$ cat src/sv/wsa_pkg.sv
// Package for the windowed sample average block.
// Field widths and parameter defaults; depends on nothing.
`default_nettype none

package wsa_pkg;

  // Word field widths
  localparam int unsigned READING_W = 16;
  localparam int unsigned AVG_W     = 15;
  localparam int unsigned CNT_W     = 6;

  // Default depth of the sample memory
  localparam int unsigned MAX_WINDOW_DEF = 32;

endpackage : wsa_pkg

`default_nettype wire

$ cat src/sv/windowed_sample_average.sv
// Windowed sample average: moving mean over the last N non-negative readings.
// Uses wsa_pkg for widths and the default memory depth.
//
// Usage:
//  - Input channel (in_valid_i / in_ready_o / reading_i): one reading per word.
//    A negative reading, or any reading while the window is 0, is not stored.
//  - Output channel (out_valid_o / out_ready_i): one word per input word with
//    the truncated mean, the accepted flag and the fill count after the update.
//  - window_size_we_i / window_size_i: sets the window (saturated to
//    MAX_WINDOW) and clears position, count and total. Write only while idle.
// Timing:
//  - in_ready_o is high only while the sequencer is idle. A stored reading
//    passes S_READ, S_UPD, S_ADD, S_DIV and S_DONE after acceptance, a
//    rejected one S_ADD, S_DIV and S_DONE; TOTAL_W is the running total width.
//  - S_DIV runs a restoring divider, which makes one quotient bit
//    per cycle from the running total and the fill count.
//  - The finished word waits in the output register; the next reading can be
//    taken and worked on meanwhile, and the sequencer holds in its final state
//    until the output register is free.
// Reset: window 0, total, count and position cleared, no word pending. The
// sample memory is not cleared; a slot's value is only used once it has been written.
`default_nettype none

module windowed_sample_average #(
  parameter int unsigned MAX_WINDOW = wsa_pkg::MAX_WINDOW_DEF
) (
  input  wire logic                              clk_i,
  input  wire logic                              rst_ni,
  // configuration
  input  wire logic                              window_size_we_i,
  input  wire logic [wsa_pkg::CNT_W-1:0]         window_size_i,
  // input channel
  input  wire logic                              in_valid_i,
  output logic                                   in_ready_o,
  input  wire logic signed [wsa_pkg::READING_W-1:0] reading_i,
  // output channel
  output logic                                   out_valid_o,
  input  wire logic                              out_ready_i,
  output logic [wsa_pkg::AVG_W-1:0]              average_o,
  output logic                                   accepted_o,
  output logic [wsa_pkg::CNT_W-1:0]              fill_count_o
);

  localparam int unsigned AVG_W   = wsa_pkg::AVG_W;
  localparam int unsigned CNT_W   = wsa_pkg::CNT_W;
  localparam int unsigned POS_W   = (MAX_WINDOW > 1) ? $clog2(MAX_WINDOW) : 1;
  localparam int unsigned TOTAL_W = AVG_W + $clog2(MAX_WINDOW + 1);
  localparam int unsigned STEP_W  = $clog2(TOTAL_W);

  typedef enum logic [2:0] {
    S_IDLE,
    S_READ,
    S_UPD,
    S_ADD,
    S_DIV,
    S_DONE
  } state_e;

  state_e             state_q;
  logic [CNT_W-1:0]   window_q;
  logic [CNT_W-1:0]   count_q;
  logic [POS_W-1:0]   pos_q;
  logic [TOTAL_W-1:0] total_q;
  logic [AVG_W-1:0]   sample_q;
  logic               acc_q;
  logic [TOTAL_W-1:0] dvd_q;
  logic [CNT_W-1:0]   rem_q;
  logic [STEP_W-1:0]  step_q;
  logic               out_valid_q;
  logic [AVG_W-1:0]   average_q;
  logic               accepted_q;
  logic [CNT_W-1:0]   fill_q;

  // sample memory, registered read
  logic [AVG_W-1:0]   mem_q [MAX_WINDOW];
  logic [AVG_W-1:0]   rdata_q;

  logic               in_fire;
  logic               full;
  logic [CNT_W:0]     rem_sh;
  logic [CNT_W:0]     rem_diff;
  logic               rem_ge;
  logic [POS_W-1:0]   pos_next;
  logic               pos_wrap;

  assign in_ready_o = (state_q == S_IDLE);
  assign in_fire    = in_valid_i && in_ready_o;
  assign full       = (count_q >= window_q);

  // next write slot, wraps at the window
  assign pos_wrap = (int'(pos_q) + 1 >= int'(window_q));
  assign pos_next = pos_wrap ? '0 : POS_W'(int'(pos_q) + 1);

  // divider step: shift in next dividend bit, trial subtract
  assign rem_sh   = {rem_q, dvd_q[TOTAL_W-1]};
  assign rem_diff = rem_sh - {1'b0, count_q};
  assign rem_ge   = (rem_sh >= {1'b0, count_q});

  // memory port
  always_ff @(posedge clk_i) begin
    if (state_q == S_UPD && acc_q) begin
      mem_q[pos_q] <= sample_q;
    end
    if (state_q == S_READ) begin
      rdata_q <= mem_q[pos_q];
    end
  end

  // sequencer, datapath and output register
  always_ff @(posedge clk_i or negedge rst_ni) begin
    if (!rst_ni) begin
      state_q     <= S_IDLE;
      window_q    <= '0;
      count_q     <= '0;
      pos_q       <= '0;
      total_q     <= '0;
      acc_q       <= 1'b0;
      step_q      <= '0;
      out_valid_q <= 1'b0;
    end else begin
      // output handshake: a finished word loads, a taken word clears
      if (state_q == S_DONE && (!out_valid_q || out_ready_i)) begin
        out_valid_q <= 1'b1;
      end else if (out_valid_q && out_ready_i) begin
        out_valid_q <= 1'b0;
      end

      // window write clears the running state
      if (window_size_we_i) begin
        if (int'(window_size_i) > int'(MAX_WINDOW)) begin
          window_q <= CNT_W'(MAX_WINDOW);
        end else begin
          window_q <= window_size_i;
        end
        count_q <= '0;
        pos_q   <= '0;
        total_q <= '0;
      end

      case (state_q)
        S_IDLE: begin
          if (in_fire) begin
            sample_q <= reading_i[AVG_W-1:0];
            acc_q    <= !reading_i[wsa_pkg::READING_W-1] && (window_q != '0);
            if (!reading_i[wsa_pkg::READING_W-1] && (window_q != '0)) begin
              state_q <= S_READ;
            end else begin
              state_q <= S_ADD;
            end
          end
        end
        S_READ: begin
          state_q <= S_UPD;
        end
        S_UPD: begin
          // drop the oldest sample once the window is full
          if (full) begin
            total_q <= total_q - TOTAL_W'(rdata_q);
          end else begin
            count_q <= count_q + CNT_W'(1);
          end
          pos_q   <= pos_next;
          state_q <= S_ADD;
        end
        S_ADD: begin
          if (acc_q) begin
            total_q <= total_q + TOTAL_W'(sample_q);
            dvd_q   <= total_q + TOTAL_W'(sample_q);
          end else begin
            dvd_q   <= total_q;
          end
          rem_q   <= '0;
          step_q  <= '0;
          state_q <= S_DIV;
        end
        S_DIV: begin
          rem_q  <= rem_ge ? rem_diff[CNT_W-1:0] : rem_sh[CNT_W-1:0];
          dvd_q  <= {dvd_q[TOTAL_W-2:0], rem_ge};
          step_q <= step_q + STEP_W'(1);
          if (step_q == STEP_W'(TOTAL_W - 1)) begin
            state_q <= S_DONE;
          end
        end
        S_DONE: begin
          if (!out_valid_q || out_ready_i) begin
            average_q   <= (count_q == '0) ? '0 : dvd_q[AVG_W-1:0];
            accepted_q  <= acc_q;
            fill_q      <= count_q;
            state_q     <= S_IDLE;
          end
        end
        default: begin
          state_q <= S_IDLE;
        end
      endcase
    end
  end

  assign out_valid_o  = out_valid_q;
  assign average_o    = average_q;
  assign accepted_o   = accepted_q;
  assign fill_count_o = fill_q;

`ifndef ASSERT_OFF
  // fill count never exceeds the window
  a_count_le_window: assert property (@(posedge clk_i) disable iff (!rst_ni)
    count_q <= window_q)
    else $error("fill count above window");

  // ready is low in the cycle after an item is accepted
  a_busy_after_accept: assert property (@(posedge clk_i) disable iff (!rst_ni)
    in_fire |=> !in_ready_o)
    else $error("ready right after accept");

  // a stored reading means a non-empty window
  a_accept_nonempty: assert property (@(posedge clk_i) disable iff (!rst_ni)
    (out_valid_o && accepted_o) |-> (fill_count_o != '0))
    else $error("accepted word with zero fill count");

  // empty window reports a zero mean
  a_empty_zero: assert property (@(posedge clk_i) disable iff (!rst_ni)
    (out_valid_o && fill_count_o == '0) |-> (average_o == '0))
    else $error("nonzero average with empty window");
`endif

endmodule : windowed_sample_average

`default_nettype wire

$ cat config.mk
export PLATFORM = sky130hd
export DESIGN_NAME = windowed_sample_average
export DESIGN_NICKNAME = d
export VERILOG_FILES = /design/src/sv/wsa_pkg.sv /design/src/sv/windowed_sample_average.sv
export SDC_FILE = /design/constraint.sdc
export NUM_CORES = 1
export LEC_CHECK = 0
export BUFFER_PORTS_ARGS = -buffer_cell sky130_fd_sc_hd__buf_2
export CORE_UTILIZATION = 34
export CTS_CLUSTER_DIAMETER = 40
export DETAILED_ROUTE_END_ITERATION = 7
export GPL_TIMING_DRIVEN = 0
export PLACE_DENSITY_LB_ADDON = 0.15
export SLEW_MARGIN = 30
export SYNTH_ARGS = -nofsm -noshare
export SYNTH_HDL_FRONTEND = slang
export SYNTH_SLANG_ARGS = --single-unit
$ cat constraint.sdc
create_clock -name clk_i -period 8.7 [get_ports clk_i]
set_input_delay 0.435 -clock clk_i [delete_from_list [all_inputs] [get_ports clk_i]]
set_output_delay 0.435 -clock clk_i [all_outputs]
set_load 0.02 [all_outputs]
Word-level counts from Yosys, hierarchy flattened
Memory sizes are Yosys's and may differ from the RTL's. A register that Yosys moved wholly into a read port is not among the register bits.
Index checks and enable logic that the tools add are counted.
Widths: inputs -> output; s select.
- bits in registers: 112
- memory bits (writable): 480
- input bits: 27
- output and inout bits: 24
- logic and storage cells: 78
- memories kept: 1
- add/sub/neg operators: 6
- order comparisons: 4
- equality and inequality tests: 9
- muxes and demuxes: 25
- reductions and logical operators: 19
- memories (memory ; words ; bits a word ; read ports ; clocked after memory_dff ; wr ports ; line ; RTL):
    mem_q ; 32 ; 15 ; 1 ; 1 ; 1 ; windowed_sample_average.sv:75 ; logic [AVG_W-1:0] mem_q [MAX_WINDOW];
- operators with widths (cell ; count):
    $mux 21 ; 4
    $pmux 21 s2 ; 2
    $ge 32x7->1 ; 1
    $mux 6 ; 5
    $add 21x15->21 ; 1
    $sub 21x15->21 ; 1
    $pmux 3 s6 ; 1
    $mux 5 ; 3
    $pmux 6 s2 ; 1
    $pmux 5 s2 ; 1
    $mux 3 ; 3
    $reduce_and 3->1 ; 3
    $ge 7x6->1 ; 1
    $add 5x1->6 const B ; 1
    $add 6x1->6 const B ; 1
    $eq 3x2->1 const B ; 2
    $eq 3x3->1 const B ; 2
    $ge 6x6->1 ; 1
    $gt 6x6->1 const B ; 1
    $logic_not 6->1 ; 1
    $reduce_bool 2->1 ; 3
    $reduce_bool 6->1 ; 1
    $sub 6x6->6 ; 1
    $add 5x1->5 const B ; 1
    other kinds (11) ; 21

Longest topological paths before layout
- depth after elaboration: 5
- mapped depth: 12
- gate-level depth less buffers: 10

Least setup slack after synthesis
Ideal clock, no wire load.
- path kind: register to register
- start point: register sample_q[0]
- end point: register dvd_q[18] (data pin)
- data arrival time: 2.489 ns
- required time: 8.436 ns
- setup slack: 5.947 ns
- cell stages (with the launch flop): 11
- buffers on the path: 0
- period minus slack after synthesis: 2.753 ns
- cell sequence: edfxtp_1 -> ha_1 -> inv_1 -> fa_1 -> nor2b_1 -> o31a_1 -> o211ai_1 -> a2bb2oi_2 -> nand4_1 -> xor2_1 -> o21ai_1
- cells in the longest elaborated chain, start to end: 3
- RTL lines (item ; line ; RTL):
    start, declared ; windowed_sample_average.sv:64 ; logic [AVG_W-1:0] sample_q;
    start signal, assigned ; windowed_sample_average.sv:143 ; sample_q <= reading_i[AVG_W-1:0];
    $add 21x15->21 ; windowed_sample_average.sv:168 ; dvd_q <= total_q + TOTAL_W'(sample_q);
    $mux 21 ; windowed_sample_average.sv:166 ; if (acc_q) begin
    $pmux 21 s2 ; windowed_sample_average.sv:140 ; case (state_q)
    end signal, assigned ; windowed_sample_average.sv:168 ;
    end signal, assigned ; windowed_sample_average.sv:170 ; dvd_q <= total_q;
    end signal, assigned ; windowed_sample_average.sv:178 ; dvd_q <= {dvd_q[TOTAL_W-2:0], rem_ge};
    end, declared ; windowed_sample_average.sv:66 ; logic [TOTAL_W-1:0] dvd_q;
Every way passes these cells.
A chain may end at the register's enable or synchronous reset.

Worst setup path after layout
- start point: register pos_q[1]
- end point: register pos_q[2]
- cells in the longest elaborated chain, start to end: 4
- RTL lines (item ; line ; RTL):
    start, declared ; windowed_sample_average.sv:62 ; logic [POS_W-1:0] pos_q;
    start signal, assigned ; windowed_sample_average.sv:162 ; pos_q <= pos_next;
    $add 5x1->6 * ; windowed_sample_average.sv:92 ; assign pos_next = pos_wrap ? '0 : POS_W'(int'(pos_q) + 1);
    $ge 32x7->1 ; windowed_sample_average.sv:91 ; assign pos_wrap = (int'(pos_q) + 1 >= int'(window_q));
    $mux 5 * ; windowed_sample_average.sv:92 ;
    $mux 5 * ; windowed_sample_average.sv:140 ;
Mark *: on every way between the ends. The rest lies on a longest branch, timed or not.

==> results.md <==
- Final Non-Filler Cells: 2797
- Core area: 74820 um2
- Yosys reg bits: 607
- Post-route minimum period: 3.862 ns
- Detailed-route wire length: 75.84 mm
- # nets final: 1832
- Layout area overhead: 23.09%
- Syn nets: 1621
- Most frequent cells in the layout: edfxtp_1, mux4_2, clkbuf_16
- Sequential area share after synthesis: 69.57%
- Final setup viols: 0
- Post-route setup TNS: 0 ns
- RSZ-0062 raised after global routing: false
- Pwr/cell area: 317.8 nW/um2
- Antenna violations before repair: 1
- WP data arrival: 4.44 ns
- Min-Delay Path Class: in2reg
- Via count: 15200
- Worst stage delay on the critical path: 0.70 ns
- Crit path required time: 9.28 ns
- Chip height: 277.8 um
- CP bufs+invs: 4
- Setup crit end: pos_q[2]
- Period Utilization, post-route: 44.39%
- Number of global-route vias before repair: 15390
- Slowest CP cell: buf_1
- Placed insts: 2601
- Critical path type: reg2reg
- Fin Clk Skew: 0.02731 ns
- Post-Synthesis Cells: 1535
- Total leakage power: 10.84 nW
- Crit. Startpoint: pos_q[1]
- Clock net sink count: 607
- Die area: 77150 um2
- Worst r2r path cells: 12
- Critical path, cell by cell: clkbuf_1 -> buf_2 -> buf_1 -> inv_1 -> ha_1 -> ha_1 -> a21o_1 -> a21o_1 -> a211oi_1 -> o21ai_1 -> nor3b_1 -> a21o_1
- Largest net degree at the start of global routing: 52
- Placement Rows: 100
- Max clock buf depth: 3
- Fin area: 31830 um2
- Worst IR drop on VDD: 0.1743 mV
- Worst Tran Pin Value: 1.059 ns
- Yosys warnings: 0
- Placed Area: 28170 um2
- GRT Resource Usage Total: 19.89%
- Critical Path Stages: 12
- Worst-path clk slew: 0.05 ns
- Most common cell after layout, fill and taps aside: edfxtp_1
- Starting density of the core: 34.56%
- Total grt overflow: 0
- Layout cells sized above 1: 26.40%
- Crit. End Element: register
- IO buf count: 50
- Drt drc: 0
- Final hold slack: 0.04765 ns
- Wirelength per Cell: 27.11 um
- Final core utilization: 42.54%
- Root Buffer: clkbuf_16
- Final hold violation count: 0
- Mux cell area share after synthesis: 10.85%
- Vias per cell: 5.433
- Max-slew violations: 0
- Post-synth ARST share: 7.908%
- Reg2Reg Setup Slack: 4.84 ns
- Synth Area in Compound Gates: 7.873%
- Post-CTS Setup Bufs: 0
- R2R Path Start: pos_q[1]
- DR iter-0 viols: 1385
- Cts bufs inserted: 96
- Run status: finished clean
- Clk_lat worst skew: 0.65 ns
- Kind of cell adding the most delay to the critical path: buffers and inverters
- Largest family of logic cells by synthesized area: multiplexers
- Cell area after synthesis: 25860 um2
- CTS tree: done
- Reg2reg end: pos_q[2]
- First-pass GRT wire length: 110.0 mm
- Detailed-placement wirelength estimate: 53.43 mm
- Synth Area per Inst: 16.84 um2
- Post-synthesis adder-cell area fraction: 2.942%
- DRT Pass-1 Iters: 5
- Max_cap viols: 0
- Antenna-violating nets left: 0
- CP most frequent cell: a21o_1
- Die Wd: 277.8 um
- Slew HR: 29.20%
- Htree depth: 3
- Placer congestion estimate: 0.8584
- Post-synth cell types: 78
- Synth Area in XOR/XNOR: 1.152%
- Fmax achieved: 258.9 MHz
- Critical path peak fanout: 10
- Simple-gate area share of the yosys netlist: 5.802%
- Startpoint types: register
- Io pins: 51
- EDFF count, synth: 559
- Top_reg_cell synth: edfxtp_1
## metrics by stage
step	setup slack, ns	power [mW]
2_1_floorplan	5.947	5.129
3_3_place_gp	4.342	5.976
6_report	4.838	10.11
5_1_grt	4.687	10.50
3_5_place_dp	4.841	6.054
4_1_cts	4.800	10.17
## registers in the layout (all words and copies together), names as in the netlist, 15 cells and up
| name | count |
|---|---|
| average_o | 15 |
| mem_q | 480 |
| sample_q | 15 |
| rdata_q | 15 |
| dvd_q | 21 |
| total_q | 21 |
## cell type report
type                    count  area (um2)
diodes                      2       5.005
clock buffers             105        2479
fillers                  6674       43000
well taps                 969        1212
plain buffers              71       315.3
multi-input cells         814        7620
inverters                  43       161.4
clock inverters            73        1001
repair buffers            113        1046
flip-flops and latches    607       17990
## timing repair
action / in CTS / in global routing
resized for setup: 0 / 0
hold buffers: 16 / 0
hold endpoints to repair: 63 / 0
## per-layer routing
layer | track usage [%] | part of all wire [%]
met5 | 0 | 0
met4 | 6.134 | 2.7
met3 | 3.142 | 5.6
met2 | 32.74 | 48
met1 | 27.01 | 43
## worst register-to-register path, stage by stage, from the launching register on
cell	delay, ns
dfrtp_1	0.41
clkbuf_1	0.39
buf_2	0.41
buf_1	0.71
inv_1	0.17
ha_1	0.35
ha_1	0.29
a21o_1	0.17
a21o_1	0.18
a211oi_1	0.22
o21ai_1	0.19
nor3b_1	0.23
a21o_1	0.10
## synthesized netlist by cell type, types with 8 or more instances
cell type  instances  share of area, %
edfxtp_1         559                65
buf_2             24              0.46
o21a_1            13              0.38
xor2_1            17              0.58
xnor2_1           17              0.58
clkbuf_1          43              0.62
a22oi_1           67               1.9
nor2b_1           29              0.70
nor2_1            75               1.1
mux2i_1            8              0.31
mux4_2           120                10
inv_1             43              0.62
o21ai_1           26              0.50
a21o_1            20              0.58
nand2b_1          11              0.27
nor3_1            12              0.23
a21oi_1           54               1.0
nand4_1           22              0.53
nand2_1           75               1.1
dfrtp_1           48               4.6
nand3_1           22              0.43
and3_1            14              0.34
ha_1              56               2.7
o21ai_0           34              0.66
a31oi_1           10              0.24
## worst min-delay path by stage
stage | startpoint | to | slack [ns] | depth (start not counted)
floorplan | rst_ni | acc_q | 0.14 | 0
global placement | step_q[4] | step_q[4] | 0.51 | 2
detailed placement | step_q[4] | step_q[4] | 0.53 | 2
CTS | window_size_i[0] | window_q[0] | 0.01 | 3
global route | window_size_i[0] | window_q[0] | 0.05 | 3
finish | window_size_i[2] | window_q[2] | 0.05 | 3
## logic make-up after synthesis
| group | count (synthesis) |
|---|---|
| flops | 607 |
| simple gates | 297 |
| compound gates | 294 |
| mux | 130 |
| buf+inv | 114 |
| fa+ha+maj | 59 |
| xor+xnor | 34 |
## where the power goes
part | total (mW) | switching, mW | internal (mW)
combinational | 2.46 | 1.53 | 0.929
clock | 4.11 | 1.46 | 2.65
sequential | 3.54 | 0.132 | 3.41
(Power assumes the default switching activity.)
